`src/rtl/core/dfp_pkg.sv`:
```
// Shared types, constants and microcode ROM of the decimal format printer.
// No dependencies; used by dfp_sequencer, dfp_datapath and the top level.
`default_nettype none
package dfp_pkg;

	// Default parameter values and fixed sizes
	localparam int ARG_SLOTS_DEF  = 3;
	localparam int COUNT_BITS_DEF = 16;
	localparam int NUM_REGS       = 3;
	localparam int DIGIT_SLOTS    = 10;
	localparam int LEN_W          = $clog2(DIGIT_SLOTS + 1);
	localparam int DIGIT_IDX_W    = $clog2(DIGIT_SLOTS);
	localparam int CFG_IDX_W      = 2;
	localparam int STEP_W         = 4;

	// Reciprocal of ten: (x * RECIP10) >> 35 is exact for every 32-bit x
	localparam logic [31:0] RECIP10     = 32'hCCCC_CCCD;
	localparam int          RECIP_SHIFT = 35;

	// Characters
	localparam logic [7:0] CH_ZERO  = 8'h30;
	localparam logic [7:0] CH_MINUS = 8'h2D;
	localparam logic [7:0] CH_PCT   = 8'h25;
	localparam logic [7:0] CH_D     = 8'h64;

	// Register indexes
	localparam logic [CFG_IDX_W-1:0] REG_ARG_FIRST  = 2'd0;
	localparam logic [CFG_IDX_W-1:0] REG_ARG_SECOND = 2'd1;
	localparam logic [CFG_IDX_W-1:0] REG_ARG_THIRD  = 2'd2;

	// Payload words
	typedef struct packed {
		logic [7:0] fmt_char;
		logic       message_start;
		logic       message_end;
	} fmt_word_t;

	typedef struct packed {
		logic [7:0]  out_char;
		logic        last_of_run;
		logic [15:0] char_count;
		logic        arg_overrun;
	} chr_word_t;

	// Microcode fields
	typedef enum logic [3:0] {
		C_NEVER,
		C_NOT_ACCEPT,
		C_PEND,
		C_CH_PCT,
		C_END,
		C_NOT_D,
		C_NO_ARG,
		C_NOT_NEG,
		C_QUO_NZ,
		C_LEN_GT1
	} cond_t;

	typedef enum logic [2:0] {
		OP_NONE,
		OP_WAIT_IN,
		OP_SET_PEND,
		OP_CLR_PEND,
		OP_LOAD_ARG,
		OP_CONVERT,
		OP_EMIT_DIGIT
	} op_t;

	typedef enum logic [2:0] {
		E_NONE,
		E_CHAR,
		E_PCT,
		E_LET_D,
		E_MINUS,
		E_DIGIT
	} emit_t;

	typedef enum logic [1:0] {
		L_NO,
		L_YES,
		L_LEN1
	} last_t;

	typedef struct packed {
		cond_t             cond;
		logic [STEP_W-1:0] target;
		logic              fall_idle;
		op_t               op;
		emit_t             emit;
		last_t             last;
		logic              over;
	} uword_t;

	// Sequencer to datapath
	typedef struct packed {
		logic   exec;
		uword_t uw;
	} ctrl_t;

	// Datapath to sequencer
	typedef struct packed {
		logic accept;
		logic pend;
		logic ch_pct;
		logic ch_d;
		logic msg_end;
		logic arg_ok;
		logic neg;
		logic quo_nz;
		logic len_gt1;
		logic out_busy;
	} status_t;

	// Step addresses
	localparam logic [STEP_W-1:0] ST_IDLE      = 4'd0;
	localparam logic [STEP_W-1:0] ST_DISPATCH  = 4'd1;
	localparam logic [STEP_W-1:0] ST_PLAIN_TST = 4'd2;
	localparam logic [STEP_W-1:0] ST_PLAIN     = 4'd3;
	localparam logic [STEP_W-1:0] ST_PCT_NEW   = 4'd4;
	localparam logic [STEP_W-1:0] ST_PENDING   = 4'd5;
	localparam logic [STEP_W-1:0] ST_ARG_TST   = 4'd6;
	localparam logic [STEP_W-1:0] ST_LOAD      = 4'd7;
	localparam logic [STEP_W-1:0] ST_MINUS     = 4'd8;
	localparam logic [STEP_W-1:0] ST_CONV      = 4'd9;
	localparam logic [STEP_W-1:0] ST_DIGIT     = 4'd10;
	localparam logic [STEP_W-1:0] ST_OVR_PCT   = 4'd11;
	localparam logic [STEP_W-1:0] ST_OVR_D     = 4'd12;
	localparam logic [STEP_W-1:0] ST_ESC_PCT   = 4'd13;
	localparam logic [STEP_W-1:0] ST_ESC_CH    = 4'd14;
	localparam logic [STEP_W-1:0] ST_LONE_PCT  = 4'd15;

	// Control store: taken cond jumps to target, else fall_idle ? idle : next
	// A lone trailing percent also drops the pending mark set on the way in.
	function automatic uword_t ucode(input logic [STEP_W-1:0] pc);
		uword_t w;
		w = '{C_NEVER, ST_IDLE, 1'b1, OP_NONE, E_NONE, L_NO, 1'b0};
		case (pc)
			ST_IDLE:      w = '{C_NOT_ACCEPT, ST_IDLE, 1'b0, OP_WAIT_IN, E_NONE, L_NO, 1'b0};
			ST_DISPATCH:  w = '{C_PEND, ST_PENDING, 1'b0, OP_NONE, E_NONE, L_NO, 1'b0};
			ST_PLAIN_TST: w = '{C_CH_PCT, ST_PCT_NEW, 1'b0, OP_NONE, E_NONE, L_NO, 1'b0};
			ST_PLAIN:     w = '{C_NEVER, ST_IDLE, 1'b1, OP_NONE, E_CHAR, L_YES, 1'b0};
			ST_PCT_NEW:   w = '{C_END, ST_LONE_PCT, 1'b1, OP_SET_PEND, E_NONE, L_NO, 1'b0};
			ST_PENDING:   w = '{C_NOT_D, ST_ESC_PCT, 1'b0, OP_CLR_PEND, E_NONE, L_NO, 1'b0};
			ST_ARG_TST:   w = '{C_NO_ARG, ST_OVR_PCT, 1'b0, OP_NONE, E_NONE, L_NO, 1'b0};
			ST_LOAD:      w = '{C_NOT_NEG, ST_CONV, 1'b0, OP_LOAD_ARG, E_NONE, L_NO, 1'b0};
			ST_MINUS:     w = '{C_NEVER, ST_IDLE, 1'b0, OP_NONE, E_MINUS, L_NO, 1'b0};
			ST_CONV:      w = '{C_QUO_NZ, ST_CONV, 1'b0, OP_CONVERT, E_NONE, L_NO, 1'b0};
			ST_DIGIT:     w = '{C_LEN_GT1, ST_DIGIT, 1'b1, OP_EMIT_DIGIT, E_DIGIT, L_LEN1, 1'b0};
			ST_OVR_PCT:   w = '{C_NEVER, ST_IDLE, 1'b0, OP_NONE, E_PCT, L_NO, 1'b1};
			ST_OVR_D:     w = '{C_NEVER, ST_IDLE, 1'b1, OP_NONE, E_LET_D, L_YES, 1'b1};
			ST_ESC_PCT:   w = '{C_NEVER, ST_IDLE, 1'b0, OP_NONE, E_PCT, L_NO, 1'b0};
			ST_ESC_CH:    w = '{C_NEVER, ST_IDLE, 1'b1, OP_NONE, E_CHAR, L_YES, 1'b0};
			ST_LONE_PCT:  w = '{C_NEVER, ST_IDLE, 1'b1, OP_CLR_PEND, E_PCT, L_YES, 1'b0};
			default:      w = '{C_NEVER, ST_IDLE, 1'b1, OP_NONE, E_NONE, L_NO, 1'b0};
		endcase
		return w;
	endfunction

endpackage
`default_nettype wire

```
`src/rtl/core/dfp_sequencer.sv`:
```
// Step counter and condition/jump logic over the microcode ROM.
// Depends on dfp_pkg (ucode, ctrl_t, status_t).
`default_nettype none
module dfp_sequencer (
	input  wire              clk,
	input  wire              arst_n,
	input  dfp_pkg::status_t status,
	output dfp_pkg::ctrl_t   ctrl
);
	import dfp_pkg::*;

	logic [STEP_W-1:0] pc_q;
	uword_t            uw;
	logic              taken;
	logic              stall;

	assign uw = ucode(pc_q);

	// Branch condition select
	always_comb begin
		case (uw.cond)
			C_NEVER:      taken = 1'b0;
			C_NOT_ACCEPT: taken = !status.accept;
			C_PEND:       taken = status.pend;
			C_CH_PCT:     taken = status.ch_pct;
			C_END:        taken = status.msg_end;
			C_NOT_D:      taken = !status.ch_d;
			C_NO_ARG:     taken = !status.arg_ok;
			C_NOT_NEG:    taken = !status.neg;
			C_QUO_NZ:     taken = status.quo_nz;
			C_LEN_GT1:    taken = status.len_gt1;
			default:      taken = 1'b0;
		endcase
	end

	// An emitting step holds while the output register is still full
	assign stall     = (uw.emit != E_NONE) && status.out_busy;
	assign ctrl.exec = !stall;
	assign ctrl.uw   = uw;

	// Step counter
	always_ff @(posedge clk or negedge arst_n) begin
		if (!arst_n) begin
			pc_q <= ST_IDLE;
		end else if (!stall) begin
			if (taken) begin
				pc_q <= uw.target;
			end else if (uw.fall_idle) begin
				pc_q <= ST_IDLE;
			end else begin
				pc_q <= pc_q + 1'b1;
			end
		end
	end

endmodule
`default_nettype wire

```
`config.mk`:
```
export PLATFORM = sky130hd
export DESIGN_NAME = dfp_sequencer
export DESIGN_NICKNAME = d
export VERILOG_FILES = /design/src/rtl/core/dfp_pkg.sv /design/src/rtl/core/dfp_sequencer.sv
export SDC_FILE = /design/constraint.sdc
export NUM_CORES = 1
export LEC_CHECK = 0
export BUFFER_PORTS_ARGS = -buffer_cell sky130_fd_sc_hd__buf_2
export CAP_MARGIN = 0
export CORE_UTILIZATION = 47
export DETAILED_ROUTE_END_ITERATION = 10
export GPL_TIMING_DRIVEN = 0
export PLACE_DENSITY_LB_ADDON = 0.1
export SLEW_MARGIN = 15
export SYNTH_ARGS = -nofsm -noshare
export SYNTH_HDL_FRONTEND = slang
export SYNTH_SLANG_ARGS = --single-unit
```
`constraint.sdc`:
```
create_clock -name clk -period 3.44 [get_ports clk]
set_clock_uncertainty 0.05 [all_clocks]
set_input_delay 0.516 -clock clk [delete_from_list [all_inputs] [get_ports clk]]
set_output_delay 0.516 -clock clk [all_outputs]
set_load 0.02 [all_outputs]
```
; Word level (Yosys, flattened, before mapping)
; Memories as Yosys holds them, arrays and structs flattened.
; Index checks and enable logic that the tools add are counted.
[totals]
word_cells = 22
romBits = 288
mem_count = 1
regBits = 4
in_bits = 12
[op_classes]
eq_ne = 9
add_sub_neg = 1
n_reduce_logical = 7
muxes = 3
[mem_list]
columns = memory, words, width, read_ports, rd_ports_with_merged_regs, write_ports, line
row1 = (no name shown), 16, 18, 1, 0, 0, dfp_pkg.sv:137  ; case (pc)
[op_table]
columns = cell, count
row1 = "== test 4 x 3 -> 1 bit, second input constant", 4
row2 = case mux 1 bit (9 select lines), 1
row3 = "== test 4 x 2 -> 1 bit, second input constant", 2
row4 = "== test 4 bit, second input constant", 2
row5 = two-way mux 4 bit, 2
row6 = logical NOT 1 bit, 5
row7 = "adder 4 x 1 -> 4 bit, second input constant", 1
row8 = "== test 4 x 1 -> 1 bit, second input constant", 1
row9 = nonzero test 3 bit, 1
row10 = logical AND 1 bit, 1

; Depth between registers and ports, before layout
; Gate-level depths: netlist of run 1.
; An unclocked memory read counts as a cell.
[depth]
word_depth = 4
ltp_mapped = 9

; Worst setup path after synthesis of run 1
; OpenSTA, ideal clock, no wires.
[synth_path]
path_type = register -> register
from = register pc_q[1]
to = register pc_q[2]
t_required_ns = 3.264
t_arrival_ns = 2.354
setup_slack_ns = 0.910
synth_period_minus_slack_ns = 2.530
path_buffers = 1
path_stages_with_launch = 9
cell_sequence = dfrtp_1 -> clkbuf_2 -> inv_1 -> ha_1 -> nor3_1 -> o31ai_4 -> mux2_2 -> and4_1 -> o32a_1
[synth_rtl]
columns = item, line
row1 = start: declaration, dfp_sequencer.sv:12  ; logic [STEP_W-1:0] pc_q;
row2 = start signal: assignment, dfp_sequencer.sv:47  ; pc_q <= uw.target;
row3 = start signal: assignment, dfp_sequencer.sv:51  ; pc_q <= pc_q + 1'b1;

==> results by group, run 1 <==
Setup path
  – Worst Setup SP: pc_q[1]
  – Setup CP Type: reg -> out
  – R2r startpoint: pc_q[1]
  – Arr. time, crit path: ~2.2 ns
  – Cell mode on critical path: inv_1
  – Req. time, crit path: approximately 2.9 ns
  – Slowest stage delay, CP: approximately 0.40 ns
  – CP Max Fanout: 8
  – Crit end category: output port
  – Crit-path cells: clkbuf_2, inv_1, ha_1, nor2_1, nor3_1, o31a_1, inv_1, buf_2
  – R2R Setup Slk: roughly 0.76 ns
  – CP max stage cell: dfrtp_1
  – Startpoint type of the worst setup path: register

Power and ir drop
  – P_leak: slightly below 0.5 nW
  – Worst vdd ir: 0.564 mV
  – P per Cell Area: between 1000 and 1500 nW/µm²

Floorplanning
  – Vert. Die Dim: between 40 and 50 µm
  – Die width: 42.1 µm
  – Initial Util: about 50%
  – Rows: 14
  – Io pins: 31
  – Total core area: 1510 µm²
  – Total die area: 1770 µm²

Finish
  – Commonest cells after routing, fill and taps aside: 32 x buf_2, 8 x inv_1, 7 x nor2_1, 7 x ha_1
  – Most flops, register: pc_q
  – Synthesis-to-layout area growth: 25.5%
  – Most common cell after layout, fill and taps aside: buf_2
  – Top Registers: pc_q x4
  – Layout cell share with drive strength beyond 1: between 30% and 40%
  – N_diodes: 0
  – Nets: between 100 and 150
  – Max reg flops: 4

Routing
  – Via count: between 800 and 900
  – DR WL/cell: ~13 µm
  – Vias/cell: around 5.7
  – Post-route ant nets: 0
  – Drt total wl: approximately 1800 µm
  – Drt first pass iters: 7
  – Number of remaining DRC errors: 1
  – Starting DRC count in detailed routing: between 40 and 50

Logic synthesis
  – Post-Syn Area: 754 µm²
  – Largest area contributor in the netlist: dfrtp_1
  – Syn Nets: around 110
  – Synth cell types: around 40
  – Share of the synthesized area in the top cell type: between 10% and 20%
  – Synth warn: 0
  – Syn avg cell area: roughly 8.1 µm²
  – Area contributors post-synth: dfrtp_1 13%, ha_1 12%, mux2i_1 6.6%, mux2_2 4.5%, a21oi_1 4.0%
  – FF+latch count, synth: 4
  – Asr flop ratio synth: between 90% and 100%
  – Register area share after synthesis: between 10% and 20%
  – Post-synth EDFFs: 0
  – Synth Flop Type: dfrtp_1
  – Post-Syn Instances: 93

STA
  – Worst slew pin tran: roughly 0.47 ns
  – Min cycle time layout: 2.80 ns
  – Final Hold Fails: 0
  – Slew HR: 68.6%
  – Fmax: 357 MHz
  – RSZ-0062 raised after global routing: no
  – Post-route setup TNS: 0 ns
  – Setup violators final: 0
  – Crit share post-route: around four fifths
  – Final WS setup: ~0.64 ns
  – Slew Viols, Final: 0

Job
  – Number of max-cap violations: 0

Placement
  – Pre-CTS WS: about 0.77 ns
  – DP Wirelength: 1470 µm
  – PortBufs: 30
  – Placer congestion estimate: 0.880

Global route
  – Total track usage: 22.1%
  – Initial antenna violation count: 0
  – Pin count of the biggest net entering global routing: 11
  – Grt total ovfl: 0
  – Vias in the first global route: approximately 720
  – First-pass GRT wire length: about 3000 µm

Hold path
  – Hold WC Path Type: in -> async

Status
  – Failing checks: design-rule violations
  – Status: finished with violations

Clock network
  – Num CTS Buffers: 3
  – H-Tree Depth: 1
  – Root Buffer: clkbuf_4
  – Hold_buf cts: 0
  – Clock latency on the worst-skew pair: around 0.23 ns
  – Clock Sink Count: 4
  – CTS clk-pin slew, worst paths: approximately 0.040 ns
  – Max Root-Sink Buffers: 2
  – Post-CTS setup buffer count: 0
  – Post-CTS sizing: 0
  – CTS tree: done
worst paths after layout:
path | end | depth (start not counted)
min in group clk | pc_q[3] | 3
hold / removal | pc_q[3] | 1
setup reg to reg | pc_q[2] | 8
hold reg to reg | pc_q[0] | 2
max in group asynchronous | pc_q[0] | 1
setup / recovery | ctrl[18] | 8
cell families after synthesis:
logic type	after synthesis	synth area share [%]
multiplexers	9	14.1
AO/OA/AOI/OAI	27	27.7
flip-flops	4	13.3
buffers and inverters	14	8.95
AND/OR/NAND/NOR	32	24.4
adder cells (fa/ha/maj)	7	11.6
power breakdown:
part	internal, mW	switching, mW	leakage (nW)
registers	0.0733	0.0361	0.0499
clock network	0.0390	0.0181	0.0138
logic	0.402	0.602	0.433
cell usage after synthesis (2+ instances only):
cell type,number
o311ai_0,2
mux2i_1,5
nor2_1,7
nand2b_1,3
o21ai_0,3
o221ai_1,2
inv_1,8
a21oi_1,6
or3_1,3
nor3_1,2
o22ai_1,2
dfrtp_1,4
buf_2,2
nor3b_1,2
ha_1,7
mux2_2,3
nand2_1,6
nand3b_1,2
o2bb2ai_1,2
metal layers:
layer,track usage (%),routed length (µm),vias to the layer above
met5,0,0,-
met4,7.50,19,0
met3,3.88,154,2
met2,35.3,831,45
met1,30.0,824,343
li1,-,-,423
critical path, delay by kind of cell, from the launching register on:
| family | cells | cell delay, ns |
|---|---|---|
| AND/OR/NAND/NOR | 2 | 0.30 |
| adder cells (fa/ha/maj) | 1 | 0.26 |
| AO/OA/AOI/OAI | 1 | 0.37 |
| flip-flops | 1 | 0.40 |
| buffers and inverters | 4 | 0.70 |
through the flow:
step / hold slack [ns] / area, µm² / power, mW / std cells / util (%)
floorplan: 0.170 / 754 / 0.861 / 93 / -
global placement: 0.269 / 925 / 1.10 / 139 / 61.4
detailed placement: 0.274 / 925 / 1.11 / 139 / 61.4
CTS: 0.0237 / 947 / 1.17 / 142 / 62.9
global route: 0.0162 / 947 / 1.28 / 142 / 62.9
finish: 0.0284 / 947 / 1.17 / 142 / 62.9
layout make-up:
cell class,instances,area (µm²)
sequential,4,100
clock buffer,3,22.5
buffer,5,33.8
tap,16,20.0
fill,150,559
multi-input combinational,75,587
inverter,9,33.8
timing repair buffer,30,150
(Power assumes the default switching activity.)
==> run 2, diff against run 1 <==
CORE_UTILIZATION = 43   (was 47)
clock period = 2.4 ns   (was 3.44 ns; I/O delays follow)
==> results by group, run 2 (synthesis gave the netlist of run 1 again) <==
Finish
  – Max reg flops: 4
  – Synthesis-to-layout area growth: 41.6%
  – Top Registers: pc_q x4
  – Nets: ~160
  – N_diodes: 0
  – Utilization after layout: between 60% and 70%
  – Most common cell after layout, fill and taps aside: buf_2
  – Most flops, register: pc_q
  – Non-Filler Instances: 150
  – Layout cell share with drive strength beyond 1: approximately 47%
  – # fillers: about 150
  – Post-route design area: roughly 1100 µm²
  – Commonest cells after routing, fill and taps aside: 32 x buf_2, 7 x buf_4, 6 x nand2_1, 6 x a21oi_1, 6 x nor2_1

Clock network
  – CTS tree: done
  – CTS clk-pin slew, worst paths: around 0.04 ns
  – Clock latency on the worst-skew pair: 0.24 ns
  – Max Root-Sink Buffers: 2
  – H-Tree Depth: 1
  – Root Buffer: clkbuf_4
  – Clock Sink Count: 4
  – Num CTS Buffers: 3

Placement
  – Placer congestion estimate: 0.842
  – Dpl cells: between 100 and 150
  – Pre-CTS WS: -0.134 ns
  – PortBufs: 30
  – DP Wirelength: around 1600 µm
  – Area of placed instances: 945 µm²

Global route
  – First-pass GRT wire length: ~3400 µm
  – Grt peak-use layer: met2
  – Total track usage: a little under a quarter
  – Routing usage on met2: between 30% and 40%
  – Routing usage on met1: 31.8%
  – Routing usage on met3: about 5.0%
  – Pin count of the biggest net entering global routing: 11
  – Initial antenna violation count: 0
  – Grt total ovfl: 0
  – Vias in the first global route: 778

Setup path
  – Req. time, crit path: 2.46 ns
  – Crit end category: register
  – Startpoint type of the worst setup path: register
  – R2R Setup Slk: a little under 0.08 ns
  – Setup CP Type: reg -> reg
  – Worst Reg2Reg Path Length in Cells: 10
  – R2R Path End: pc_q[2]
  – R2r startpoint: pc_q[1]
  – CP Max Fanout: 8
  – Arr. time, crit path: about 2.4 ns

Power and ir drop
  – P per Cell Area: about 1800 nW/µm²
  – Worst vdd ir: approximately 0.95 mV
  – Pwr Total: just under 2 mW
  – P_leak: between 0.5 and 0.6 nW

Floorplanning
  – Vert. Die Dim: between 40 and 50 µm
  – Io pins: 31
  – Rows: 14
  – Die width: 43.9 µm
  – Total core area: ~1600 µm²
  – Total die area: roughly 1900 µm²
  – Initial Util: about 48%

STA
  – Worst slew pin tran: around 0.43 ns
  – RSZ-0062 raised after global routing: no
  – Min cycle time layout: around 2.3 ns
  – Post-route setup TNS: 0 ns
  – Fmax: roughly 430 MHz
  – Crit share post-route: a little over nine tenths
  – Slew HR: a little under three quarters
  – Setup violators final: 0
  – Hold WS: between 0.4 and 0.5 ns
  – Slew Viols, Final: 0
  – Final WS setup: a little under 0.08 ns
  – Final Hold Fails: 0

Hold path
  – Hold WC Path Type: in -> async

Routing
  – Starting DRC count in detailed routing: 20
  – Via count: between 800 and 900
  – Drt first pass iters: 6
  – Post-route ant nets: 0
  – Number of remaining DRC errors: 0
  – DR WL/cell: between 10 and 15 µm
  – Drt total wl: between 2000 and 2500 µm
  – Vias/cell: 5.86

Status
  – Status: finished, final reports clean

Job
  – Number of max-cap violations: 0
## run 2: cell count changes in the layout (fill, tap and decap cells not counted), sizes merged
cell	before	now
buf	34	41
dlygate4sd3	0	1
## run 2: power by group
part / total (mW) / leakage [nW] / switching [mW] / internal, mW
Clock: 0.0839 / 0.0138 / 0.0280 / 0.0560
Sequential: 0.167 / 0.0476 / 0.0582 / 0.109
Combinational: 1.71 / 0.481 / 0.955 / 0.758
## run 2: area by class of cell
| class | instances | area [µm²] | share of cell area, % |
|---|---|---|---|
| Buffer | 5 | 36.3 | 3.40 |
| Clock buffer | 3 | 22.5 | 2.11 |
| Inverter | 9 | 33.8 | 3.16 |
| Multi-Input combinational cell | 75 | 628 | 58.8 |
| Sequential cell | 4 | 103 | 9.60 |
| Tap cell | 16 | 20.0 | 1.87 |
| Timing Repair Buffer | 38 | 225 | 21.1 |
## run 2: worst max-delay path by stage
stage,startpoint,to,slack [ns],cells past startpoint
2_1_floorplan,pc_q[1],pc_q[2],0.001,8
3_3_place_gp,pc_q[0],pc_q[1],-0.11,7
3_5_place_dp,pc_q[1],pc_q[1],-0.13,8
4_1_cts,pc_q[1],pc_q[0],0.003,8
5_1_grt,pc_q[1],ctrl[18],0.005,8
6_report,pc_q[1],pc_q[2],0.08,10
## run 2: per-layer routing
layer | wire length [µm] | up-vias
met5 | 0 | -
met4 | 8 | 0
met3 | 136 | 2
met2 | 1050 | 41
met1 | 960 | 402
li1 | - | 434
## run 2: repair_timing
item,in CTS,in global routing
gates resized for setup,6,7
buffers inserted,4,3
endpoints found under the hold margin,4,0
hold buffers,1,0
pin swaps,1,1
endpoints found under the setup margin,4,5
## run 2: worst max-delay path, stage by stage (launching register included)
cell and delay, ns:
dfrtp_1 0.38, clkbuf_4 0.20, inv_2 0.07, ha_4 0.19, nor3_4 0.20, o31ai_4 0.08
buf_12 0.15, buf_4 0.14, a22o_1 0.24, and2_1 0.16, o32a_1 0.34
==> run 3, diff against run 2 <==
CORE_UTILIZATION = 39   (was 43)
==> results by group, run 3 (synthesis gave the netlist of run 1 again) <==
STA
  – RSZ-0062 raised after global routing: no
  – Crit share post-route: a little over nine tenths
  – Slew Viols, Final: 0
  – Setup violators final: 0
  – Final WS setup: ~0.098 ns
  – Final Hold Fails: 0
  – Worst slew pin tran: around 0.46 ns
  – Post-route setup TNS: 0 ns
  – Fmax: about 430 MHz
  – Slew HR: a little under 70%
  – Min cycle time layout: roughly 2.3 ns

Floorplanning
  – Vert. Die Dim: 46.0 µm
  – Initial Util: 42.8%
  – Total core area: around 1800 µm²
  – Total die area: between 2000 and 2500 µm²
  – Rows: 15
  – Die width: ~46 µm
  – Io pins: 31

Routing
  – Vias/cell: 5.56
  – Drt first pass iters: 4
  – Via count: around 880
  – Number of remaining DRC errors: 0
  – Starting DRC count in detailed routing: 24
  – DR WL/cell: ~13 µm
  – Drt total wl: slightly above 2000 µm
  – Post-route ant nets: 0

Setup path
  – Crit end category: output port
  – Startpoint type of the worst setup path: register
  – Req. time, crit path: 1.99 ns
  – Setup CP Type: reg -> out
  – Arr. time, crit path: ~1.9 ns
  – CP Max Fanout: 6

Power and ir drop
  – P per Cell Area: ~1800 nW/µm²
  – P_leak: between 0.5 and 0.6 nW
  – Pwr Total: between 1.5 and 2 mW
  – Worst vdd ir: between 0.8 and 0.9 mV

Global route
  – Grt total ovfl: 0
  – Pin count of the biggest net entering global routing: 11
  – Initial antenna violation count: 0
  – Total track usage: between 20 and 25%
  – First-pass GRT wire length: 3190 µm
  – Vias in the first global route: roughly 740

Clock network
  – Clock latency on the worst-skew pair: 0.23 ns
  – Root Buffer: clkbuf_4
  – Clock Sink Count: 4
  – H-Tree Depth: 1
  – CTS tree: done
  – Num CTS Buffers: 3
  – CTS clk-pin slew, worst paths: approximately 0.040 ns
  – Max Root-Sink Buffers: 2

Finish
  – Layout cell share with drive strength beyond 1: approximately 46%
  – Nets: around 150
  – Max reg flops: 4
  – Non-Filler Instances: roughly 160
  – Commonest cells after routing, fill and taps aside: 32 x buf_2, 7 x buf_4, 6 x nand2_1, 6 x a21oi_1, 6 x nor2_1
  – Most flops, register: pc_q
  – Post-route design area: roughly 1100 µm²
  – Most common cell after layout, fill and taps aside: buf_2
  – N_diodes: 0
  – Top Registers: pc_q x4
  – Synthesis-to-layout area growth: 39.8%

Placement
  – Dpl cells: roughly 150
  – Pre-CTS WS: -0.208 ns
  – Area of placed instances: roughly 960 µm²
  – DP Wirelength: roughly 1600 µm
  – Placer congestion estimate: about 0.9
  – PortBufs: 30

Job
  – Number of max-cap violations: 0

Hold path
  – Hold WC Path Type: in -> async

Status
  – Status: finished, final reports clean
## run 3: cell types whose count changed in the layout (fill, tap and decap cells not counted), sizes merged
| cell | before | now |
|---|---|---|
| clkbuf | 4 | 3 |
## run 3: metal layers
layer / routed length, µm / vias to the layer above / GRT usage [%]
met5: 0 / - / 0
li1: - / 436 / -
met4: 19 / 0 / 6.47
met1: 916 / 395 / 26.8
met3: 111 / 4 / 1.98
met2: 1020 / 43 / 35.5
## run 3: final timing paths
path	from	slack, ns	cells after the start	to
setup reg to reg	pc_q[1]	0.11	9	pc_q[2]
max in group asynchronous	arst_n	1.77	2	pc_q[0]
hold / removal	arst_n	0.40	2	pc_q[1]
hold reg to reg	pc_q[0]	0.69	2	pc_q[0]
min in group clk	status[0]	0.53	3	pc_q[3]
setup / recovery	pc_q[1]	0.1	6	ctrl[9]
## run 3: timing repair
item,in CTS,in global routing
pin swaps,2,1
setup buffers,4,2
endpoints found under the setup margin,4,5
endpoints found under the hold margin,4,0
hold buffers,1,0
resized for setup,8,5
## run 3: worst max-delay path, stage by stage (launching register included)
cell and delay [ns]:
dfrtp_1 0.43, buf_6 0.15, inv_2 0.09, ha_1 0.20
inv_1 0.06, mux4_2 0.54, buf_2 0.19
## run 3: report_power, final
part | switching [mW] | leakage, nW | internal (mW) | total [mW]
clock network | 0.0267 | 0.0138 | 0.0559 | 0.0826
registers | 0.0578 | 0.0476 | 0.108 | 0.166
logic | 0.935 | 0.474 | 0.708 | 1.64
## run 3: area by class of cell
cell class	count	area (µm²)
multi-input cells	75	619
plain buffers	5	40.0
fillers	179	709
repair buffers	37	205
inverters	9	33.8
clock buffers	3	22.5
flip-flops and latches	4	103
well taps	25	31.3
## run 3: stage by stage
stage	hold WS (ns)	util, %
finish	0.399	59.8
floorplan	0.0144	-
detailed placement	0.116	54.2
global route	0.412	59.8
CTS	0.412	58.5
global placement	0.112	54.2
